`src/rtl/tts_pkg.sv`:
```
`default_nettype none
package tts_pkg;
  localparam int LANES = 8;
  localparam int CNT_W = 12;
  localparam int Q_W = 17;
  localparam int IDX_W = 32;
  localparam int ROW_W = 29;
  localparam int COL_W = 11;
  localparam logic [CNT_W-1:0] COUNT_MAX = 12'd4095;
  localparam logic [Q_W-1:0] ONE_Q16 = 17'd65536;

  localparam logic OP_MASK = 1'b0;
  localparam logic OP_ROW = 1'b1;

  localparam logic [1:0] REG_QUERY_ONES = 2'd0;
  localparam logic [1:0] REG_ITEM_ONES = 2'd1;
  localparam logic [1:0] REG_LOWER = 2'd2;
  localparam logic [1:0] REG_UPPER = 2'd3;

  typedef struct packed {
    logic [COL_W-1:0] column;
    logic [7:0] value;
    logic [ROW_W-1:0] row_index;
    logic row_last;
    logic opcode;
  } in_item_t;

  typedef struct packed {
    logic start;
    logic [CNT_W-1:0] inter;
    logic [CNT_W:0] den;
  } div_req_t;
endpackage
`default_nettype wire

```
`src/rtl/tts_lane.sv`:
```
`default_nettype none
module tts_lane
  import tts_pkg::*;
(
  input  wire logic clk,
  input  wire logic rst,
  input  wire logic bit_add,
  input  wire logic clear,
  input  wire div_req_t req,
  output logic [CNT_W-1:0] count,
  output logic done,
  output logic [Q_W-1:0] score
);
  localparam int NUM_W = CNT_W + 16 + 1;
  localparam int STEP_W = 5;

  logic [NUM_W-1:0] num;
  logic [CNT_W:0] den;
  logic [CNT_W+1:0] rem;
  logic [NUM_W-1:0] quo;
  logic [STEP_W-1:0] step;
  logic busy;
  logic zero_den;
  logic [CNT_W+1:0] trial;

  always_ff @(posedge clk) begin
    if (rst || clear) begin
      count <= '0;
    end else if (bit_add && count != COUNT_MAX) begin
      count <= count + 1'b1;
    end
  end

  assign trial = {rem[CNT_W:0], num[NUM_W-1]};

  always_ff @(posedge clk) begin
    if (rst) begin
      busy <= 1'b0;
      done <= 1'b0;
      step <= '0;
    end else begin
      done <= 1'b0;
      if (req.start) begin
        busy <= 1'b1;
        step <= STEP_W'(NUM_W);
        num <= ({1'b0, req.inter, 16'd0}) + NUM_W'(req.den >> 1);
        den <= req.den;
        zero_den <= (req.den == '0);
        rem <= '0;
        quo <= '0;
      end else if (busy) begin
        num <= num << 1;
        if (trial >= {1'b0, den}) begin
          rem <= trial - {1'b0, den};
          quo <= {quo[NUM_W-2:0], 1'b1};
        end else begin
          rem <= trial;
          quo <= {quo[NUM_W-2:0], 1'b0};
        end
        step <= step - 1'b1;
        if (step == STEP_W'(1)) begin
          busy <= 1'b0;
          done <= 1'b1;
        end
      end
    end
  end

  always_comb begin
    if (zero_den) score = '0;
    else if (quo > NUM_W'(ONE_Q16)) score = ONE_Q16;
    else score = quo[Q_W-1:0];
  end
endmodule
`default_nettype wire

```
`config.mk`:
```
export PLATFORM = sky130hd
export DESIGN_NAME = tts_lane
export DESIGN_NICKNAME = d
export VERILOG_FILES = /design/src/rtl/tts_pkg.sv /design/src/rtl/tts_lane.sv
export SDC_FILE = /design/constraint.sdc
export NUM_CORES = 1
export LEC_CHECK = 0
export BUFFER_PORTS_ARGS = -buffer_cell sky130_fd_sc_hd__buf_2
export CAP_MARGIN = 20
export CORE_AREA = 2 2 91 93
export CTS_BUF_LIST = sky130_fd_sc_hd__clkbuf_4
export CTS_CLUSTER_SIZE = 20
export DETAILED_ROUTE_END_ITERATION = 10
export DIE_AREA = 0 0 93 95
export PLACE_DENSITY = 0.95
export SYNTH_ARGS = -nofsm -noshare
export SYNTH_HDL_FRONTEND = slang
export SYNTH_SLANG_ARGS = --single-unit
```
`constraint.sdc`:
```
create_clock -name clk -period 11.2 [get_ports clk]
set_input_delay 0 -clock clk [delete_from_list [all_inputs] [get_ports clk]]
set_output_delay 0 -clock clk [all_outputs]
set_load 0.05 [all_outputs]
```
Word-level counts from Yosys, hierarchy flattened
Index checks and enable logic that the tools add are counted.

Multiply operators: 0. Eq/ne operators: 2. Bitwise operators: 2. Reductions and logical operators: 8. Muxes and demuxes: 14. Shift-type cells: 0. Divide/modulo/power cells: 0. Order comparisons: 2. Add/sub/neg operators: 4.

Operators by type and width (number): $mux 29 (3); $mux 17 (2); $add 28x12->29 (1); $gt 29x17->1 const B (1); $mux 13 (2); $ge 14x13->1 (1); $logic_not 13->1 (1); $sub 13x13->13 (1); $add 12x1->12 const B (1); $ne 12x12->1 const B (1); $mux 5 (2); $eq 5x1->1 const B (1); $mux 1 (5); $sub 5x1->5 const B (1); $reduce_and 2->1 (2); $reduce_or 3->1 (1); $not 1->1 (2); $reduce_bool 2->1 (1); $reduce_or 2->1 (1); $logic_and 1x1->1 (1); $logic_or 1x1->1 (1).

Bits in writable memories: 0. Output and inout bits: 30. Flip-flop bits (word level): 104. Memories kept: 0. Bits in read-only memories: 0. Word-level logic and storage cells: 42. Bits in latches: 0.

Logic depth before layout (Yosys ltp)
Gate-level depths: netlist of the first run.

Word-level depth: 4. Mapped depth: 11. Depth with buffers taken out: 10.

Worst setup path before layout of the first run
No wires, ideal clock.

Kind: input port to flip-flop. Start: input req[25] (netlist name). End: register num[0], enable pin. Stages on the path: 4. Setup slack: 7059 ps. Data arrival time: 3641 ps. Data required time: 10700 ps. Path buffers: 2. Path through: clkbuf_1 clkbuf_1 nor2_1 nor2_1.

Cells in the longest elaborated chain, start to end: 2.

Ends and longest elaborated chain: from (decl) (RTL line tts_lane.sv:9) `input wire div_req_t req,`; $reduce_bool 2->1 (no source line); $reduce_and 2->1 (no source line); to (signal assigned) (RTL line tts_lane.sv:46) `num <= ({1'b0, req.inter, 16'd0}) + NUM_W'(req.den >> 1);`; to (signal assigned) (RTL line tts_lane.sv:52) `num <= num << 1;`; to (decl) (RTL line tts_lane.sv:17) `logic [NUM_W-1:0] num;`.

Every way passes these cells. A chain may end at the register's enable or synchronous reset.

Worst setup path after layout of the first run
Start: register rem[6]. End: register rem[7] (data pin).

Cells in the longest elaborated chain, start to end: 3. Elaborated cells on any way between the ends: 4. Classes of those cells: 1 x add/sub; 1 x order compare; 2 x mux.

Ends and longest elaborated chain: from (decl) (RTL line tts_lane.sv:19) `logic [CNT_W+1:0] rem;`; from (signal assigned) (RTL line tts_lane.sv:54) `rem <= trial - {1'b0, den};`; from (signal assigned) (RTL line tts_lane.sv:57) `rem <= trial;`; $sub 13x13->13 or $ge 14x13->1 (tied branches) (RTL line tts_lane.sv:54, tts_lane.sv:53); $mux 13 * (RTL line tts_lane.sv:53) `if (trial >= {1'b0, den}) begin`; $mux 13 * (RTL line tts_lane.sv:51) `end else if (busy) begin`.

Mark *: on every way between the ends. The rest lies on a longest branch, timed or not. The select of a mux whose other input is x is not followed.

==> reports/results.ini, run 1 <==
[yosys]
synth_fa_ha_area_share_pct=4.413
synth_xor_area_share_pct=4.037
synth-simple-area-share_pct=16.62
yosys-top-cells-area=edfxtp_1 (51%), dfxtp_1 (7.6%), mux2_2 (5.2%)
yosysSeqAreaShare_pct=58.78
netlist_area_mm2=0.004990
synth_compound_area_share_pct=6.319
syn_nets=449
synth_cell_type_count=45
synth_top_area_cell=edfxtp_1
syn_area_per_cell_um2=12.41
synthCells=402
ys_ff_latch=104
synthMuxAreaShare_pct=7.197
yosys_warnings=0
synth_top_cell_area_share_pct=51.15
synth_top_family_by_area=simple AND/OR/NAND/NOR gates

[worst_setup_path]
path_class=flip-flop to flip-flop
critPathSlowestCell=a2111oi_4
critPathTopFamily=compound AO/OA/AOI/OAI gates
end_kind=flip-flop
required_ps=11380
crit_chain=ha_1, a21oi_2, o21ai_2, a31oi_4, a21oi_2, a2111oi_4, buf_6, mux2i_1, nor2_1
cp_num_buf_inv=1
worst_path_largest_cell_delay_ps=740
crit_arrival_ps=3210
path_common_cell=a21oi_2
cp-start-kind=flip-flop
cp_max_fo=10

[power_and_ir_drop]
p_sw_share_pct=26.97
ir_drop_uv=100.7
powerDensity_mw_per_mm2=141.8
seqPwrFrac_pct=55.9
clkPwrFrac_pct=27.4
power_leakage_nw=2.266
power_frac_comb_pct=16.7
p_sw_mw=0.2236
p_int_mw=0.6054

[clocking]
clock_sinks=104
clock_latency_ps=470
cts_setup_buffers=0
h-tree-depth=3
post_cts_resized=0
cts_tree=yes
clockBufferDepth=2
cts-root-buf=clkbuf_4
clk_pin_slew_worst_paths_ps=190
numCtsBuffers=9
postCtsHoldBufs=28

[sta]
clock-skew-final_ps=35.94
min_period_ps=3026
rsz0062_at_grt=false
timing.hold.ws_ps=260.3
finalSetupTns_ps=0
setup_viol=0
finalHoldViolations=0
tightest_slew_ps=787.4
final_max_slew_viol_count=0
fmax_mhz=330.5
slew_headroom_pct=47.50
period_share_pct=27.02

[detailed_routing]
wl_per_cell_um=17.04
drc=0
vias_per_cell=5.748
vias=3460
ant_nets=0
drt-total-wl_mm=10.26
drtIter0Drc=241
drtPass1Iterations=5

[min_path]
holdCritPathClass=primary input to flip-flop

[run_status]
status=finished, final reports clean

[die]
dieArea_mm2=0.008835
core_area_mm2=0.007928
ios=60
die_h_um=95
start_util_pct=62.94
num_rows=33
die_w_um=93

[grt]
grt_pass1_vias=3366
grt_overflow=0
grt_first_pass_wirelength_mm=16.48
grt_max_degree=76
antenna_found_initial=0
track_usage_pct=24.41

[place]
hpwl_mm=6.139
gp_congestion=0.9139
io_buffers=59

[cells_and_area]
layout-drive-gt1-share_pct=22.94
final_nets=539
antennaDiodeCount=0
area_growth_pct=17.20

[job]
drv_cap=0

==> synth_stat cells, drive strengths merged <==
cell     count
nor2        37
fa           1
xor2        11
and2b        1
mux2i       10
nand3        7
and3         2
dfxtp       19
nand4        6
xnor2       12
nor4b        2
mux2        23
nor3         5
clkbuf      10
edfxtp      85
nor3b        1
o211ai       2
a31oi        1
nor2b       36
o31ai        2
a2111oi      3
or4          1
and4b        1
and2        17
o21bai       1
or3b         1
ha          16
a21oi       16
nand2       15
o21ai        7
nor4        11
buf          3
inv         18
nand2b       7
a211oi       4
a21o         2
a21boi       1
or2          2
o311ai       2
and4         1
==> through the flow <==
stage / total power [mW] / area, µm² / utilization, % / cells / setup WS [ps]
2_1_floorplan: 0.5675 / 4990 / - / 402 / 7059
3_3_place_gp: 0.5870 / 5375 / 67.80 / 555 / 8225
3_5_place_dp: 0.5969 / 5391 / 68.01 / 557 / 8309
4_1_cts: 0.8220 / 5841 / 73.67 / 601 / 8270
5_1_grt: 0.8604 / 5848 / 73.77 / 602 / 8015
6_report: 0.8290 / 5848 / 73.77 / 602 / 8174
==> power by group through the flow <==
stage	Combinational [mW]	Sequential, mW	Clock, mW
after floorplan	0.0994	0.468	0
after global placement	0.118	0.469	0
after detailed placement	0.126	0.471	0
after CTS	0.134	0.463	0.225
after global routing	0.152	0.466	0.242
final	0.138	0.464	0.227
==> cells in the final DEF (no fill, tap or decap), types with 7 or more instances in the layout <==
cell           count
and2_1            17
nor2_1            36
mux2i_1           10
inv_1             18
nor2b_1           36
nor4_1            11
mux2_2            23
nand3_1            7
ha_1              16
edfxtp_1          85
buf_2             60
a21oi_1           13
nand2_1           15
dlygate4sd3_1     28
xor2_1            11
dfxtp_1           19
clkbuf_4           9
nand2b_1           7
xnor2_1           12
==> registers in the layout (all words and copies together) (netlist names) <==
register and count:
busy 1, count 12, den 13, done 1, num 29, quo 29
rem 13, step 5, zero_den 1
==> final cells by class <==
type | instances | area, µm²
Tap cell | 105 | 131.4
Clock buffer | 9 | 67.56
Multi-Input combinational cell | 267 | 1933
Fill cell | 484 | 2079
Clock inverter | 7 | 101.3
Inverter | 18 | 67.56
Timing Repair Buffer | 92 | 614.3
Sequential cell | 104 | 2933
==> cell families after synthesis <==
| logic type | count (synthesis) |
|---|---|
| mux | 33 |
| flops | 104 |
| buf+inv | 31 |
| xor+xnor | 23 |
| fa+ha+maj | 17 |
| simple gates | 153 |
| compound gates | 41 |
==> layer usage <==
layer	GRT usage, %	part of all wire [%]	vias up
met5	0	0	-
met4	10.29	2.8	0
met3	3.911	5.1	24
met2	42.21	52	139
met1	30.73	40	1671
li1	-	-	1626
==> final timing paths <==
check          start      end  slack (ps)  cells after the start
max           rem[6]   rem[7]        8170                      9
min           req[7]   den[7]         260                      2
max reg2reg   rem[6]   rem[7]        8170                      9
min reg2reg  step[1]  step[1]         560                      2
Note: power is estimated with default switching activity, not from simulation.
==> run 2, diff against run 1 <==
- CORE_AREA: 2 2 91 93 -> 2 2 95 97
- DIE_AREA: 0 0 93 95 -> 0 0 97 99
- PLACE_DENSITY: 0.95 -> 0.91
- clock period: 11.2 -> 2.9 ns (I/O delays scaled with it)
==> reports/results.ini, run 2 (synthesis results as in run 1) <==
[power_and_ir_drop]
ir_drop_uv=274.9
powerDensity_mw_per_mm2=524.4
p_total_mw=3.077
power_leakage_nw=2.279

[die]
die_w_um=97
die_h_um=99
ios=60
dieArea_mm2=0.009603
core_area_mm2=0.008551
num_rows=34
start_util_pct=58.36

[detailed_routing]
drtIter0Drc=189
wl_per_cell_um=17.16
vias_per_cell=5.734
drt-total-wl_mm=10.47
vias=3498
ant_nets=0
drtPass1Iterations=4
drc=0

[sta]
slew_headroom_pct=62.37
finalSetupTns_ps=0
rsz0062_at_grt=false
final_max_slew_viol_count=0
setup_viol=0
clock-skew-final_ps=40.24
min_period_ps=2685
period_share_pct=92.58
fmax_mhz=372.4
finalHoldViolations=0
tightest_slew_ps=557.4

[cells_and_area]
layout-drive-gt1-share_pct=23.11
top_regs=num: 29 flops, quo: 29 flops
fill_cells=583
final_nets=544
antennaDiodeCount=0
area_growth_pct=17.60
final_cell_mix=edfxtp_1 (85), buf_2 (59), nor2_1 (36), nor2b_1 (36), dlygate4sd3_1 (30)
final_common_cell=edfxtp_1

[clocking]
numCtsBuffers=9
clock_latency_ps=460
cts-root-buf=clkbuf_4
h-tree-depth=3
clockBufferDepth=2
clock_sinks=104
cts_tree=yes
clk_pin_slew_worst_paths_ps=180

[worst_setup_path]
cp-start-kind=flip-flop
worst_path_largest_cell_delay_ps=470
path_class=flip-flop to flip-flop
crit_arrival_ps=2990
required_ps=3210
cp_max_fo=3
path_common_cell=a21oi_1
crit_chain=inv_1, ha_1, fa_1, nand2b_1, a21oi_1, o21bai_2, a21oi_2, a2111oi_4, or3b_2, a21oi_1
end_kind=flip-flop
critPathSlowestCell=or3b_2

[grt]
grt_first_pass_wirelength_mm=17.04
grt_pass1_vias=3601
track_usage_pct=22.31
grt_max_degree=44
grt_overflow=0
antenna_found_initial=0

[place]
gp_congestion=0.9126
io_buffers=59
hpwl_mm=6.587

[min_path]
holdCritPathClass=primary input to flip-flop

[run_status]
status=finished, final reports clean

[job]
drv_cap=0

[run 2: cell count changes in the layout (fill, tap and decap cells not counted), sizes merged]
cell and delta:
buf +3, clkinv +4, inv -2, dlygate4sd3 +2, bufinv -1, clkinvlp -1
[run 2: stage by stage]
stage	instance area [µm²]	util, %	cells	setup slack, ps	hold slack (ps)
2_1_floorplan	4997	-	402	364.8	98.87
3_3_place_gp	5424	63.43	564	445.5	204.3
3_5_place_dp	5424	63.43	564	361.5	201.1
4_1_cts	5863	68.57	610	160.8	274.2
5_1_grt	5868	68.63	610	70.39	269.4
6_report	5868	68.63	610	215.1	277.5
[run 2: power by group]
group          total, mW  switching (mW)  internal (mW)
Sequential          1.79          0.0556           1.73
Clock              0.746           0.481          0.266
Combinational      0.540           0.294          0.246
[run 2: layer usage]
| layer | GRT usage (%) | wire (µm) | vias to the layer above |
|---|---|---|---|
| met5 | 0 | 0 | - |
| met4 | 13.43 | 461 | 0 |
| met3 | 3.972 | 544 | 42 |
| met2 | 39.00 | 5371 | 138 |
| met1 | 25.70 | 4087 | 1674 |
| li1 | - | - | 1644 |
[run 2: area by class of cell]
class / count / area (µm²) / area share [%]
clock buffers: 9 / 67.56 / 1.151
clock inverters: 7 / 71.32 / 1.215
inverters: 18 / 67.56 / 1.151
multi-input cells: 267 / 1938 / 33.03
flip-flops and latches: 104 / 2933 / 49.98
well taps: 108 / 135.1 / 2.303
repair buffers: 97 / 655.6 / 11.17
[run 2: worst paths after layout]
kind | from | end | slack (ps) | depth (start not counted)
min reg2reg | step[1] | step[1] | 540 | 2
max reg2reg | num[28] | rem[11] | 220 | 10
min | req[0] | den[0] | 280 | 2
max | num[28] | rem[11] | 220 | 10
[run 2: timing repair]
action                                 CTS  global route
resized for setup                        0             1
buffers inserted                         0             0
setup endpoints to repair                0             2
hold buffers                            30             0
endpoints found under the hold margin   56             0
[run 2: worst max-delay path: cells and delay by family (launching register included)]
kind,cells,cell delay (ps)
buffers and inverters,1,50
adders and majority gates,2,630
AOI/OAI and AO/OA,5,770
DFF,1,400
and+or+nand+nor,2,670
==> run 3, diff against run 2 <==
- ABC_AREA: default -> 1
- CORE_AREA: 2 2 95 97 -> 2 2 98 100
- DIE_AREA: 0 0 97 99 -> 0 0 100 102
- PLACE_DENSITY: 0.91 -> 0.93
==> reports/results.ini, run 3 <==
[run_status]
status=finished, final reports clean

[cells_and_area]
area_growth_pct=14.81
finalCoreUtilization_pct=69.23
layout-drive-gt1-share_pct=12.57
multi_input_area_mm2=0.002041
fill_cells=652
antennaDiodeCount=0
top_regs=num: 29 flops, quo: 29 flops
final_nets=806
area.sequential_mm2=0.002933
final_cell_mix=nand2_1 (214), inv_1 (114), nor2_1 (102), edfxtp_1 (85), buf_2 (59)
final_common_cell=nand2_1

[detailed_routing]
drt-total-wl_mm=12.68
vias=4692
drtPass1Iterations=5
wl_per_cell_um=14.49
drc=0
ant_nets=0
drtIter0Drc=294
vias_per_cell=5.362

[sta]
timing.hold.ws_ps=74.56
clock-skew-final_ps=33.88
rsz0062_at_grt=false
period_share_pct=79.26
final_max_slew_viol_count=0
setup_viol=0
finalHoldViolations=0
fmax_mhz=435.1
slew_headroom_pct=61.15
tightest_slew_ps=580.6
finalSetupTns_ps=0
min_period_ps=2298

[yosys]
synthMuxAreaShare_pct=0
syn_nets=720
synth-simple-area-share_pct=29.23
synthArstFlopShare_pct=0
synth_compound_area_share_pct=2.825
synth_top_area_cell=edfxtp_1
netlist_top_cells_count=nand2_1 (214), inv_1 (114), nor2_1 (103)
synth_fa_ha_area_share_pct=4.009
synth_edf_count=85
ys_ff_latch=104
synth_cell_type_count=37
synthCells=673
synth_top_family_by_area=simple AND/OR/NAND/NOR gates
yosys-top-cells-area=edfxtp_1 (46%), nand2_1 (15%), inv_1 (7.8%)
netlist_area_mm2=0.005493
ys.flop_type=edfxtp_1
syn_area_per_cell_um2=8.162
synth_xor_area_share_pct=0.9567
yosys_warnings=0
synth_top_cell_area_share_pct=46.47
synth_most_common_cell=nand2_1
yosysSeqAreaShare_pct=53.39

[die]
die_h_um=102
start_util_pct=60.30
dieArea_mm2=0.01020
num_rows=35
ios=60
core_area_mm2=0.009109
die_w_um=100

[clocking]
post_cts_resized=0
clk_pin_slew_worst_paths_ps=170
clockBufferDepth=2
clock_sinks=104
clock_latency_ps=450
postCtsHoldBufs=29
cts_setup_buffers=0
h-tree-depth=3
cts-root-buf=clkbuf_4
numCtsBuffers=9
cts_tree=yes

[power_and_ir_drop]
power_leakage_nw=2.978
ir_drop_uv=469.2
powerDensity_mw_per_mm2=487.6
p_total_mw=3.075

[worst_setup_path]
critPathTopFamily=simple AND/OR/NAND/NOR gates
cp_max_fo=16
path_common_cell=nor2_1
cp-start-kind=flip-flop
required_ps=2900
worstSetupPathDepth=6
cp_num_buf_inv=1
critPathSlowestCell=edfxtp_1
path_class=flip-flop to output port
end_kind=output port
crit_chain=nor2_1, nand3_1, nor3_1, nand2_1, nor2_1, buf_2
crit_arrival_ps=2300
worst_path_largest_cell_delay_ps=440
r2r_cells=10

[job]
drv_cap=0

[grt]
track_usage_pct=25.53
grt_pass1_vias=4593
grt_max_degree=71
grt_overflow=0
antenna_found_initial=0
grt_first_pass_wirelength_mm=20.55

[place]
io_buffers=59
gp_congestion=0.8962
hpwl_mm=8.476

[min_path]
holdCritPathClass=primary input to flip-flop
holdPathStages=4

==> run 3: cell count changes in the layout (fill, tap and decap cells not counted), sizes merged, moves of 10 or more <==
cell / previous run / this run
nand2: 15 / 219
inv: 19 / 119
nor2: 37 / 105
nor2b: 36 / 0
mux2: 23 / 0
nand3: 7 / 27
and2: 17 / 3
mux2i: 10 / 0
==> run 3: layout make-up <==
class | instances | share of cell area, %
Clock buffer | 9 | 1.071
Sequential cell | 104 | 46.51
Timing Repair Buffer | 92 | 9.960
Inverter | 117 | 6.964
Multi-Input combinational cell | 435 | 32.36
Clock inverter | 7 | 0.9325
Tap cell | 111 | 2.202
==> run 3: kinds of logic (layout without fill, tap and decap cells) <==
| family | count (synthesis) | count (layout) |
|---|---|---|
| AND/OR/NAND/NOR | 385 | 385 |
| adder cells (fa/ha/maj) | 17 | 17 |
| buffers and inverters | 134 | 225 |
| AO/OA/AOI/OAI | 27 | 27 |
| XOR/XNOR | 6 | 6 |
| flip-flops | 104 | 104 |
==> run 3: worst paths after layout <==
check            start   endpoint  slack [ps]
min            bit_add  count[11]          70
min reg2reg  count[11]  count[11]         520
max            quo[27]   score[5]         600
max reg2reg     den[0]    rem[10]         640
==> run 3: worst reg2reg max path: cells and delay by family (launching register included) <==
family                     cells  cell delay [ps]
adders and majority gates      2              640
buffers and inverters          1              140
DFF                            1              430
and+or+nand+nor                7              800
==> run 3: layer usage <==
| metal | vias up | share of wire [%] | track usage, % |
|---|---|---|---|
| li1 | 2289 | - | - |
| met1 | 2196 | 39 | 29.64 |
| met2 | 172 | 54 | 47.71 |
| met3 | 35 | 5.2 | 3.215 |
| met4 | 0 | 2.4 | 10.96 |
| met5 | - | 0 | 0 |
==> run 3: through the flow <==
step | worst slack (ps) | std cells | instance area [µm²]
final | 601.6 | 875 | 6306
after CTS | 598.8 | 875 | 6306
after floorplan | 176.1 | 673 | 5495
after global placement | 835.5 | 830 | 5889
after detailed placement | 703.2 | 830 | 5889
after global routing | 400.2 | 875 | 6306
==> run 3: power by group <==
part	leakage, nW	switching (mW)	internal (mW)
Combinational	1.93	0.390	0.213
Sequential	0.977	0.0465	1.73
Clock	0.0737	0.506	0.188
Total	2.98	0.942	2.13
