**src/rtl/tts_pkg.sv**
```systemverilog
`default_nettype none
package tts_pkg;
  localparam int LANES = 8;
  localparam int CNT_W = 12;
  localparam int Q_W = 17;
  localparam int IDX_W = 32;
  localparam int ROW_W = 29;
  localparam int COL_W = 11;
  localparam logic [CNT_W-1:0] COUNT_MAX = 12'd4095;
  localparam logic [Q_W-1:0] ONE_Q16 = 17'd65536;

  localparam logic OP_MASK = 1'b0;
  localparam logic OP_ROW = 1'b1;

  localparam logic [1:0] REG_QUERY_ONES = 2'd0;
  localparam logic [1:0] REG_ITEM_ONES = 2'd1;
  localparam logic [1:0] REG_LOWER = 2'd2;
  localparam logic [1:0] REG_UPPER = 2'd3;

  typedef struct packed {
    logic [COL_W-1:0] column;
    logic [7:0] value;
    logic [ROW_W-1:0] row_index;
    logic row_last;
    logic opcode;
  } in_item_t;

  typedef struct packed {
    logic start;
    logic [CNT_W-1:0] inter;
    logic [CNT_W:0] den;
  } div_req_t;
endpackage
`default_nettype wire

```
**src/rtl/tts_merge.sv**
```systemverilog
`default_nettype none
module tts_merge
  import tts_pkg::*;
(
  input  wire logic clk,
  input  wire logic rst,
  input  wire logic load,
  input  wire logic [LANES-1:0] hit,
  input  wire logic [LANES-1:0][Q_W-1:0] scores,
  input  wire logic [ROW_W-1:0] row_index,
  output logic busy,
  output logic m_axis_tvalid,
  input  wire logic m_axis_tready,
  output logic [55:0] m_axis_tdata,
  output logic m_axis_tlast
);
  logic [LANES-1:0] pend;
  logic [LANES-1:0][Q_W-1:0] sc;
  logic [ROW_W-1:0] row;
  logic [2:0] sel;
  logic [LANES-1:0] rest;

  always_comb begin
    sel = '0;
    for (int i = LANES - 1; i >= 0; i--) begin
      if (pend[i]) sel = 3'(i);
    end
    rest = pend & ~(LANES'(1) << sel);
  end

  assign busy = (pend != '0) || m_axis_tvalid;

  always_ff @(posedge clk) begin
    if (rst) begin
      pend <= '0;
      m_axis_tvalid <= 1'b0;
    end else begin
      if (load) begin
        pend <= hit;
        sc <= scores;
        row <= row_index;
      end else if (pend != '0 && (!m_axis_tvalid || m_axis_tready)) begin
        m_axis_tvalid <= 1'b1;
        m_axis_tdata <= {7'd0, sc[sel], {row, sel}};
        m_axis_tlast <= (rest == '0);
        pend <= rest;
      end else if (m_axis_tready) begin
        m_axis_tvalid <= 1'b0;
      end
    end
  end
endmodule
`default_nettype wire

```
**config.mk**
```make
export PLATFORM = sky130hd
export DESIGN_NAME = tts_merge
export DESIGN_NICKNAME = d
export VERILOG_FILES = /design/src/rtl/tts_pkg.sv /design/src/rtl/tts_merge.sv
export SDC_FILE = /design/constraint.sdc
export NUM_CORES = 1
export LEC_CHECK = 0
export ABC_AREA = 1
export BUFFER_PORTS_ARGS = -buffer_cell sky130_fd_sc_hd__buf_2
export CORE_MARGIN = 5
export CORE_UTILIZATION = 50
export CTS_BUF_LIST = sky130_fd_sc_hd__clkbuf_8
export DETAILED_ROUTE_END_ITERATION = 8
export PLACE_DENSITY = 0.76
export SLEW_MARGIN = 20
export SYNTH_ARGS = -nofsm -noshare
export SYNTH_HDL_FRONTEND = slang
export SYNTH_SLANG_ARGS = --single-unit
```
**constraint.sdc**
```tcl
create_clock -name clk -period 10.4 [get_ports clk]
set_input_delay 1.04 -clock clk [delete_from_list [all_inputs] [get_ports clk]]
set_output_delay 1.04 -clock clk [all_outputs]
set_load 0.01 [all_outputs]
```
---- Word level (Yosys, flattened, before mapping) ----
Cells that the tools add are included.
word-level totals
  register bits after elaboration ......... 224
  word-level logic and storage cells ...... 44
operators by class
  order comparisons ....................... 1
  shifts and indexed selects .............. 1
  multiplexer cells ....................... 14
  bitwise operators ....................... 4
  reductions and logical operators ........ 11
operator list
  operator               number
  $bmux W17 S3           1
  $mux W3                8
  $mux W17               1
  $mux W8                2
  $and A8 B8 Y8          1
  $logic_not A8 Y1       1
  $not A8 Y8             1
  $reduce_bool A8 Y1     1
  $shl A1 B3 Y8 const A  1
  $lt A3 B4 Y1 const B   1
  $reduce_and A2 Y1      2
  $reduce_bool A2 Y1     2
  $reduce_and A3 Y1      1
  $logic_or A1 B1 Y1     2
  $mux W1                2
  $not A1 Y1             2
  $logic_and A1 B1 Y1    1
  $logic_not A1 Y1       1

---- Depth between registers and ports, before layout ----
Gate-level depths: netlist of run 1.
  depth after elaboration ................. 13
  mapped depth ............................ 14
  gate-level depth less buffers ........... 12

---- Least setup slack after synthesis of run 1 ----
OpenSTA, ideal clock, no wires.
  kind .................................... input to register
  start point ............................. input load
  end point ............................... register row[0], enable pin
  setup time .............................. 0.700 ns
  arrival time ............................ 8.079 ns
  data required time ...................... 9.700 ns
  setup slack ............................. 1.621 ns
  stages .................................. 2
  path buffers ............................ 0
  cell sequence ........................... inv_1 -> nor2_1
between the ends
  longest elaborated chain between the ends .. 1
ends and longest elaborated chain
  item                         RTL line         source
  start, declared              tts_merge.sv:7   input wire logic load,
  $reduce_and A2 Y1 (no line)  n/a
  end signal, assigned         tts_merge.sv:41  row <= row_index;
  end, declared                tts_merge.sv:19  logic [ROW_W-1:0] row;
No other way between the ends.
A chain may end at the register's enable or synchronous reset.

---- Worst setup path in the final report of run 1 ----
  start point ............................. register pend[6]
  end point ............................... register m_axis_tlast (data pin)
between the ends
  longest elaborated chain between the ends .. 11
ends and longest elaborated chain
  item                    RTL line         source
  start, declared         tts_merge.sv:17  logic [LANES-1:0] pend;
  start signal, assigned  tts_merge.sv:39  pend <= hit;
  start signal, assigned  tts_merge.sv:46  pend <= rest;
  $mux W3 (7 in series)   tts_merge.sv:26  if (pend[i]) sel = 3'(i);
  $shl A1 B3 Y8           tts_merge.sv:28  rest = pend & ~(LANES'(1) << sel);
  $not A8 Y8              tts_merge.sv:28
  $and A8 B8 Y8 *         tts_merge.sv:28
  $logic_not A8 Y1 *      tts_merge.sv:45  m_axis_tlast <= (rest == '0);
  end signal, assigned    tts_merge.sv:45
  end, declared           tts_merge.sv:15  output logic m_axis_tlast
Mark *: on every way between the ends. The rest lies on a longest branch, timed or not.

==> results of run 1 <==
sequential cells by signal, indices dropped and copies added, names as in the netlist:
name	cells
m_axis_tdata	49
m_axis_tlast	1
m_axis_tvalid	1
pend	8
row	29
sc	136
synth_stat cells (2+ instances only):
cell type  number  area [um^2]
a21oi_1         5        25.02
a31oi_1         2        12.51
buf_2          23        115.1
buf_4          11        82.58
buf_6           5        56.30
clkbuf_1        3        11.26
dfxtp_1         9        180.2
edfxtp_1      215         6456
inv_1          66        247.7
inv_2           5        18.77
nand2_1        80        300.3
nand2_2         2        12.51
nand2_4         4        45.04
nand3_1        94        470.5
nand3_2        18        180.2
nand4_1        36        225.2
nor2_1         41        153.9
nor2_2          2        12.51
nor2_4          2        22.52
nor3_1         24        120.1
nor3_2         10        100.1
o21ai_0         3        15.01
o21ai_1         4        20.02
cell usage in the layout, fill, tap and decap left out:
cell	synthesis	final
buf_2	23	228
edfxtp_1	215	215
nand3_1	94	94
nand2_1	80	80
inv_1	66	76
nor2_1	41	40
clkbuf_8	0	39
nand4_1	36	36
nor3_1	24	24
nand3_2	18	18
clkinv_1	0	12
nor3_2	10	10
dfxtp_1	9	9
conb_1	1	7
inv_2	5	5
a21oi_1	5	5
nand2_4	4	4
o21ai_1	4	4
nor2_4	2	3
o21ai_0	3	3
buf_4	11	3
nor2_2	2	2
nand2_2	2	2
a31oi_1	2	2
o22ai_1	1	1
o31ai_1	1	1
inv_6	0	1
clkinv_2	0	1
buf_12	0	1
critical path, cell delays in order, from the launching register on:
cell and delay, ps:
dfxtp_1 330, inv_1 70, nand2_1 70, nand2_1 50, nand2_1 100, nand2_2 70
nand2_4 660, nand2_4 490, nand2_4 530, nand3_1 180, nand2_1 90, nand2_1 50
nor2_1 80
layer usage:
metal / share of wire (%) / vias up
met5: 0 / -
met4: 2.2 / 0
met3: 10 / 37
met2: 46 / 299
met1: 42 / 2723
li1: - / 2834
through the flow:
stage | instances | cell area [um^2] | power (mW) | hold slack (ps)
final | 1151 | 10760 | 2.025 | 411.5
after global routing | 1151 | 10760 | 2.128 | 416.8
after CTS | 1151 | 10760 | 2.049 | 412.0
after detailed placement | 1088 | 10130 | 1.379 | 404.5
after global placement | 1088 | 10130 | 1.371 | 400.4
after floorplan | 673 | 8924 | 1.295 | 400.3
layout make-up:
cell class | count | share of cell area [%]
tap | 225 | 2.615
clock buffer | 39 | 4.987
clock inverter | 24 | 0.8950
inverter | 71 | 2.476
multi-input combinational | 336 | 16.38
timing repair buffer | 232 | 11.00
sequential | 224 | 61.65
power by group through the flow:
stage	clock network [mW]	registers, mW	logic [mW]
after floorplan	0	1.11	0.182
after global placement	0	1.10	0.268
after detailed placement	0	1.11	0.274
after CTS	0.687	1.09	0.275
after global routing	0.731	1.09	0.306
final	0.665	1.09	0.273
cell families after synthesis:
| family | synth area share (%) |
|---|---|
| AOI/OAI and AO/OA | 0.9699 |
| buffers and inverters | 5.974 |
| DFF | 74.56 |
| other | 0.04213 |
| and+or+nand+nor | 18.46 |
final timing paths:
check / start / end / cells past startpoint
worst max-delay path: pend[6] / m_axis_tlast / 12
worst min-delay path: row[2] / m_axis_tdata[5] / 0
worst max register to register: pend[6] / m_axis_tlast / 12
worst min register to register: row[2] / m_axis_tdata[5] / 0
==> results by group, run 1 <==
Run status
  – Status: finished, final reports clean

Critical path
  – CP endpoint kind: register
  – Reg2Reg Setup Slack: 7450 ps
  – Crit-path max FO: 70
  – Req. time, crit path: 10770 ps
  – Critical path class: reg -> reg
  – Worst EP arrival: 3320 ps
  – Crit start category: register

Route
  – Via count: 5893
  – Starting DRT DRC Count: 390
  – Vias per inst: 5.120
  – Final WL: 20490 um
  – Routed wire per std cell: 17.80 um
  – First-pass detailed-route iteration total: 5
  – Post-route DRC: 0
  – Post-DRT Antenna Nets: 0

Synth
  – Yosys reg bits: 224
  – Ys flop type: edfxtp_1
  – Cell variety after synth: 26
  – Number of synthesized flops with an enable pin: 215
  – Syn Area/Cell: 13.34 um^2
  – Seq/Total Area, Yosys: 74.56%
  – Mapped cell area: 0.008901 mm^2
  – Post-synthesis instance total: 667
  – Async S/R FF share, synth: 0%
  – Yosys warns: 0

Cells and area
  – Antenna diodes: 0
  – Register area: 0.006636 mm^2
  – Share of layout cells above drive strength 1: 34.23%
  – Multi-input logic area: 0.001763 mm^2
  – Nets: 1079
  – Fill cells: 1349
  – Final Core Density: 62.02%
  – Layout area overhead: 20.93%

Clocking
  – CTS tree: done
  – CTS sink count: 224
  – Resized cells post-CTS: 0
  – # H-tree levels: 2
  – Worst-path clk slew: 60 ps
  – Clk buf depth: 3
  – Post-CTS Setup Inserts: 0
  – CTS hold repair buffers: 0
  – Root buffer cell: clkbuf_8
  – Worst-Skew Late Latency: 520 ps
  – TritonCTS Buffers: 37

Power
  – Clk pwr share: 32.9%
  – Power Density: 188.1 mW/mm^2
  – Sequential Power Share: 53.7%
  – Worst vdd ir: 0.1149 mV
  – Sw Ratio: 25.95%
  – Switching power total: 0.5254 mW
  – Internal power: 1.499 mW
  – Leak Pwr: 4.427 nW
  – Logic pwr share: 13.5%

Global routing
  – Vias in the first global route: 5807
  – Met3 Usage GRT: 5.524%
  – Largest net degree at the start of global routing: 169
  – First-pass GRT wire length: 30640 um
  – Busiest grt layer: met2
  – Total gr overflow: 0
  – GRT met1 Usage: 26.41%
  – GRT Total Usage: 19.40%
  – Initial antenna violation count: 0
  – GR Layer Usage met2: 30.64%

Timing
  – Clock Skew: 13.94 ps
  – Final setup fails: 0
  – Min cycle time layout: 2945 ps
  – Slew @ Worst Pin: 960.8 ps
  – Setup tns final: 0 ps
  – Final Hold Fails: 0
  – PnR worst setup slack: 7455 ps
  – Final worst-path cycle share: 28.32%
  – Unrepaired setup endpoints after global routing: false
  – Slew Viols, Final: 0
  – Highest Clock Rate: 0.3395 GHz
  – Rel. slew slack: 35.95%

Placed design
  – I/O Buffers: 228
  – Pre-CTS setup slack: 7463 ps
  – Post-DP HPWL: 13570 um
  – GPL Wtd Cong: 0.8009

Die
  – Die Ht: 143.4 um
  – Die W: 143.4 um
  – Initial Utilization: 51.28%
  – Core footprint: 0.01736 mm^2
  – # IOs: 236
  – Die ar.: 0.02057 mm^2
  – Rows: 48

Min path
  – Hold Crit Class: reg -> reg

Job
  – MaxCap Viol Count: 0
Power figures use the tool's default switching activity.
==> inputs of run 2 (changes only) <==
clock period = 3 ns   (was 10.4 ns; I/O delays follow)
==> results by group, run 2 (synthesis results as in run 1) <==
Global routing
  – Largest net degree at the start of global routing: 110 (-35%)
  – Vias in the first global route: 7022 (+21%)
  – Initial antenna violation count: 2 (+2)
  – Total gr overflow: 0 (unchanged)
  – First-pass GRT wire length: 37760 um (+23%)
  – GRT Total Usage: 24.00% (+4.6 points)

Cells and area
  – Non-Filler Instances: 1328 (+15%)
  – Max reg flops: 136 (unchanged)
  – Fill cells: 1132 (-16%)
  – Commonest non-fill, non-tap cells in the layout: buf_2 (228), edfxtp_1 (215), dlygate4sd3_1 (168)
  – Finished Cell Area: 0.01257 mm^2 (+17%)
  – Nets: 1253 (+16%)
  – Final Core Density: 72.43% (+10 points)
  – Share of layout cells above drive strength 1: 30.15% (-4.1 points)
  – Most common cell after layout, fill and taps aside: buf_2
  – Layout area overhead: 41.23%
  – Top reg by flops: sc
  – Largest registers: sc x136, m_axis_tdata x49, row x29

Critical path
  – Reg2Reg Setup Slack: 660 ps (-6800 ps)
  – Crit start category: register
  – CP max stage cell: nand2_4
  – Max stage delay on crit path: 420 ps (-240 ps)
  – Worst EP arrival: 2740 ps (-580 ps)
  – Critical path class: reg -> reg
  – Req. time, crit path: 3400 ps (-7370 ps)
  – CP endpoint kind: register
  – CP Buf/Inv Count: 2 (+1)
  – Worst path most repeated cell: nand2_1
  – Crit-path max FO: 37 (-47%)
  – Stages on the worst setup path: 12 (unchanged)
  – Cells on worst reg2reg path: 12 (unchanged)
  – Worst R2R Start: pend[6]
  – FF-to-FF End: m_axis_tdata[32]
  – CP delay by family, top: simple AND/OR/NAND/NOR gates
  – CP cell instances: inv_1 -> nand2_1 -> nand2_1 -> nand2_1 -> nand2_2 -> nand2_4 -> nand2_4 -> nand2_4 -> nand3_1 -> nand3_1 -> nand2_1 -> inv_1

Die
  – Die W: 143.4 um (unchanged)
  – Die ar.: 0.02057 mm^2 (unchanged)
  – Die Ht: 143.4 um (unchanged)
  – Core footprint: 0.01736 mm^2 (unchanged)
  – Rows: 48 (unchanged)
  – # IOs: 236 (unchanged)
  – Initial Utilization: 51.28% (unchanged)

Timing
  – Final setup fails: 0 (unchanged)
  – Clock Skew: 21.64 ps (+7.702 ps)
  – Final worst-path cycle share: 78.11% (+50 points)
  – Final Hold Fails: 0 (unchanged)
  – Slew Viols, Final: 0 (unchanged)
  – Worst hold slack: 85.16 ps (-326.4 ps)
  – Highest Clock Rate: 0.4268 GHz (+26%)
  – Unrepaired setup endpoints after global routing: false
  – Slew @ Worst Pin: 885.3 ps (-75.44 ps)
  – Rel. slew slack: 40.89% (+4.9 points)
  – Min cycle time layout: 2343 ps (-601.9 ps)

Route
  – Vias per inst: 5.152 (+0.63%)
  – Final WL: 24810 um (+21%)
  – Starting DRT DRC Count: 448 (+15%)
  – Routed wire per std cell: 18.68 um (+5.0%)
  – Post-DRT Antenna Nets: 0 (unchanged)
  – First-pass detailed-route iteration total: 5 (unchanged)
  – Post-route DRC: 0 (unchanged)
  – Via count: 6842 (+16%)

Min path
  – Hold path endpoint: m_axis_tvalid
  – Hold Crit Class: in -> reg
  – Hold Path Depth: 2 (+2)
  – Hold path start: rst

Clocking
  – Clk buf depth: 3 (unchanged)
  – CTS tree: done
  – Worst-Skew Late Latency: 520 ps (about the same)
  – Worst-path clk slew: 60 ps (about the same)
  – Root buffer cell: clkbuf_8
  – TritonCTS Buffers: 36 (-2.7%)
  – # H-tree levels: 2 (unchanged)
  – Post-CTS Setup Inserts: 0 (unchanged)
  – CTS sink count: 224 (unchanged)

Placed design
  – Dpl cell area: 0.01021 mm^2 (+0.76%)
  – I/O Buffers: 228 (unchanged)
  – DP Cell Count: 1095 (+0.64%)
  – Post-DP HPWL: 14160 um (+4.3%)
  – GPL Wtd Cong: 0.8496 (+6.1%)

Power
  – Worst vdd ir: 0.3817 mV (+230%)
  – Leak Pwr: 5.197 nW (+17%)
  – Power Density: 591.3 mW/mm^2 (+210%)
  – Power Total: 7.433 mW (+270%)

Run status
  – Status: finished, final reports clean

Job
  – MaxCap Viol Count: 0 (unchanged)
run 2: stage by stage:
step                      setup slack, ps  setup TNS (ps)
after global placement              855.8               0
final                               656.7               0
after floorplan                    -202.0          -33520
after CTS                           756.8               0
after detailed placement            782.1               0
after global routing                450.6               0
run 2: how the worst max path moves through the flow:
stage          startpoint               end
2_1_floorplan        load            row[0]
3_3_place_gp      pend[6]  m_axis_tdata[47]
3_5_place_dp      pend[6]      m_axis_tlast
4_1_cts           pend[6]      m_axis_tlast
5_1_grt           pend[6]  m_axis_tdata[32]
6_report          pend[6]  m_axis_tdata[32]
run 2: layer usage:
metal  track usage [%]  share of wire, %
met1             29.36                37
met2             40.34                49
met3             5.990               9.9
met4             11.05               4.0
met5                 0                 0
run 2: area by class of cell:
cell class | count | area, um^2 | share of cell area (%)
antenna | 2 | 5.005 | 0.03981
clock buffer | 40 | 550.5 | 4.379
clock inverter | 23 | 125.1 | 0.9953
inverter | 71 | 279.0 | 2.220
multi-input combinational | 336 | 1763 | 14.02
sequential | 224 | 6636 | 52.79
tap | 225 | 281.5 | 2.239
timing repair buffer | 407 | 2930 | 23.31
run 2: where the power goes:
group | internal (mW) | total (mW) | switching (mW)
sequential | 3.70 | 3.77 | 0.0703
clock | 1.31 | 2.48 | 1.16
combinational | 0.469 | 1.19 | 0.721
total | 5.48 | 7.43 | 1.95
run 2: what timing repair did:
action                                 in CTS  in global routing
hold buffers                              168                  0
endpoints found under the hold margin     168                  0
resized for setup                           0                  0
==> inputs of run 3 (changes only) <==
ABC_AREA = 0   (was 1)
CORE_UTILIZATION = 49   (was 50)
PLACE_DENSITY = 0.79   (was 0.76)
clock period = 1.89 ns   (was 3 ns; I/O delays follow)
==> results by group, run 3 <==
Run status
  – Status: finished, violations left
  – Failing checks: negative setup slack

Synth
  – Yosys reg bits: 224 (unchanged)
  – Async S/R FF share, synth: 0% (unchanged)
  – Top cells by area, synth: edfxtp_1 (77%), a221oi_1 (3.1%), dfxtp_1 (2.1%), nand2_1 (1.8%), a21oi_1 (1.5%)
  – Synth top area share: 76.69% (+4.2 points)
  – Top post-synthesis cells by count: edfxtp_1 (215), nand2_1 (40), a221oi_1 (30)
  – Area leader, netlist: edfxtp_1
  – Post-synthesis instance total: 501 (-25%)
  – Seq/Total Area, Yosys: 78.83% (+4.3 points)
  – Cell variety after synth: 52 (+100%)
  – Number of synthesized flops with an enable pin: 215 (unchanged)
  – Yosys warns: 0 (unchanged)
  – Ys flop type: edfxtp_1
  – Cell with the most instances after synthesis: edfxtp_1
  – Syn Area/Cell: 16.80 um^2 (+26%)
  – Mapped cell area: 0.008418 mm^2 (-5.4%)

Route
  – Vias per inst: 5.294 (+2.8%)
  – First-pass detailed-route iteration total: 6 (+1)
  – Final WL: 26450 um (+6.6%)
  – Post-route DRC: 0 (unchanged)
  – Starting DRT DRC Count: 440 (-1.8%)
  – Routed wire per std cell: 21.40 um (+15%)
  – Post-DRT Antenna Nets: 0 (unchanged)
  – Via count: 6544 (-4.4%)

Cells and area
  – Commonest non-fill, non-tap cells in the layout: buf_2 (227), edfxtp_1 (215), dlygate4sd3_1 (173)
  – Largest registers: sc x136, m_axis_tdata x49, row x29
  – Multi-input logic area: 0.002062 mm^2 (+17%)
  – Layout area overhead: 58.23%
  – Share of layout cells above drive strength 1: 40.99% (+11 points)
  – Nets: 1162 (-7.3%)
  – Fill cells: 928 (-18%)
  – Max reg flops: 136 (unchanged)
  – Finished Cell Area: 0.01332 mm^2 (+6.0%)
  – Top reg by flops: sc
  – Most common cell after layout, fill and taps aside: buf_2
  – Register area: 0.006653 mm^2 (+0.25%)

Timing
  – PnR worst setup slack: -317.0 ps (-973.8 ps)
  – Slew @ Worst Pin: 646.0 ps (-239.4 ps)
  – Min cycle time layout: 2207 ps (-136.2 ps)
  – Highest Clock Rate: 0.4531 GHz (+6.2%)
  – Final Hold Fails: 0 (unchanged)
  – Unrepaired setup endpoints after global routing: true
  – Rel. slew slack: 56.94% (+16 points)
  – Slew Viols, Final: 0 (unchanged)
  – Final setup fails: 23 (+23)
  – Final worst-path cycle share: 116.8% (+39 points)
  – Clock Skew: 29.94 ps (+8.297 ps)

Critical path
  – Req. time, crit path: 2150 ps (-1250 ps)
  – Crit-path max FO: 8 (-78%)
  – CP endpoint kind: register
  – Critical path class: reg -> reg
  – Crit start category: register
  – Worst EP arrival: 2470 ps (-270 ps)
  – Cells on worst reg2reg path: 8 (-4)

Clocking
  – Clk buf depth: 3 (unchanged)
  – Worst-path clk slew: 70 ps (about the same)
  – CTS tree: done
  – CTS sink count: 224 (unchanged)
  – TritonCTS Buffers: 37 (+2.8%)
  – Root buffer cell: clkbuf_8
  – # H-tree levels: 2 (unchanged)
  – Worst-Skew Late Latency: 520 ps (about the same)

Placed design
  – GPL Wtd Cong: 0.8804 (+3.6%)
  – I/O Buffers: 228 (unchanged)
  – Dpl cell area: 0.01040 mm^2 (+1.9%)
  – Post-DP HPWL: 15030 um (+6.1%)
  – Pre-CTS setup slack: -251.7 ps (-1034 ps)

Die
  – Die ar.: 0.01990 mm^2 (-3.3%)
  – Die W: 141.1 um (-1.6%)
  – Initial Utilization: 49.35% (-1.9 points)
  – # IOs: 236 (unchanged)
  – Core footprint: 0.01706 mm^2 (-1.7%)
  – Die Ht: 141.1 um (-1.6%)
  – Rows: 48 (unchanged)

Global routing
  – First-pass GRT wire length: 38740 um (+2.6%)
  – Total gr overflow: 0 (unchanged)
  – Initial antenna violation count: 1 (-1)
  – Largest net degree at the start of global routing: 80 (-27%)
  – Vias in the first global route: 7107 (+1.2%)
  – GRT Total Usage: 25.43% (+1.4 points)

Power
  – Switching power total: 2.977 mW (+52%)
  – Clk pwr share: 32.5% (-0.8 points)
  – Sw Ratio: 25.07% (-1.2 points)
  – Worst vdd ir: 0.7230 mV (+89%)
  – Leak Pwr: 5.247 nW (+0.96%)
  – Power Total: 11.87 mW (+60%)
  – Internal power: 8.895 mW (+62%)
  – Logic pwr share: 17.0% (+1.0 points)
  – Power Density: 891.3 mW/mm^2 (+51%)
  – Sequential Power Share: 50.5% (-0.2 points)

Job
  – MaxCap Viol Count: 0 (unchanged)

Min path
  – Hold Path Depth: 4 (+2)
  – Hold Crit Class: in -> reg
## run 3: cell types whose count changed in the layout (fill, tap and decap cells not counted), moves of 21 or more
cell and change:
nand2_1 -40, inv_1 -46, nand4_1 -36, nor3_1 -22, buf_4 +34, nor2_1 -21, nand3_1 -88
## run 3: power groups by stage
stage	Combinational [mW]	Clock [mW]	Sequential (mW)
2_1_floorplan	0.786	0	6.07
3_3_place_gp	1.35	0	6.05
3_5_place_dp	1.41	0	6.07
4_1_cts	1.80	3.88	5.97
5_1_grt	2.14	4.19	6.01
6_report	2.02	3.86	5.99
## run 3: critical path, stage by stage, from the launching register on
cell	delay (ps)
dfxtp_4	370
or2_4	240
o221ai_4	240
nor3_4	100
buf_6	150
buf_12	140
a221o_1	400
a221oi_2	210
nor3_1	90
## run 3: what timing repair did
action | CTS | global route
pin swaps | 8 | 23
setup buffers | 10 | 10
endpoints found under the hold margin | 173 | 0
cloned | 1 | 2
endpoints found under the setup margin | 21 | 23
hold buffers | 173 | 0
gates resized for setup | 24 | 34
## run 3: layout make-up
cell class | count | area share, %
Clock inverter | 26 | 0.9863
Inverter | 16 | 0.5072
Clock buffer | 38 | 3.926
Tap cell | 225 | 2.113
Sequential cell | 224 | 49.94
Multi-Input combinational cell | 239 | 15.48
Timing Repair Buffer | 467 | 27.02
Antenna cell | 1 | 0.01879
## run 3: cells by family (layout without fill, tap and decap cells)
group / Yosys count / in the layout / share of synthesized area, %
and+or+nand+nor: 114 / 115 / 7.045
AOI/OAI and AO/OA: 103 / 103 / 9.513
muxes: 13 / 13 / 1.694
adders and majority gates: 1 / 1 / 0.1189
buffers and inverters: 45 / 547 / 2.750
DFF: 224 / 224 / 78.83
other: 1 / 8 / 0.04455
## run 3: path summary, 6_finish.rpt
check                startpoint          endpoint  slack, ps
setup / recovery        pend[5]  m_axis_tdata[45]       -320
setup reg to reg        pend[5]  m_axis_tdata[45]       -320
hold reg to reg          row[9]  m_axis_tdata[12]        420
hold / removal    m_axis_tready     m_axis_tvalid         30
## run 3: metal layers
| metal | track usage (%) | part of all wire (%) | routed length (um) | up-vias |
|---|---|---|---|---|
| li1 | - | - | - | 2929 |
| met1 | 30.15 | 36 | 9609 | 3143 |
| met2 | 45.17 | 52 | 13840 | 394 |
| met3 | 5.393 | 7.9 | 2099 | 78 |
| met4 | 10.20 | 3.4 | 893 | 0 |
| met5 | 0 | 0 | 0 | - |
## run 3: metrics by stage
stage / hold WS, ps / setup TNS, ps / utilization [%] / std cells
2_1_floorplan: 287.9 / -291930 / - / 507
3_3_place_gp: 365.4 / -1597 / 61.00 / 976
3_5_place_dp: 367.1 / -3007 / 61.00 / 976
4_1_cts: 1.824 / -3691 / 76.37 / 1224
5_1_grt: 37.25 / -5752 / 78.10 / 1236
6_report: 33.65 / -4476 / 78.10 / 1236
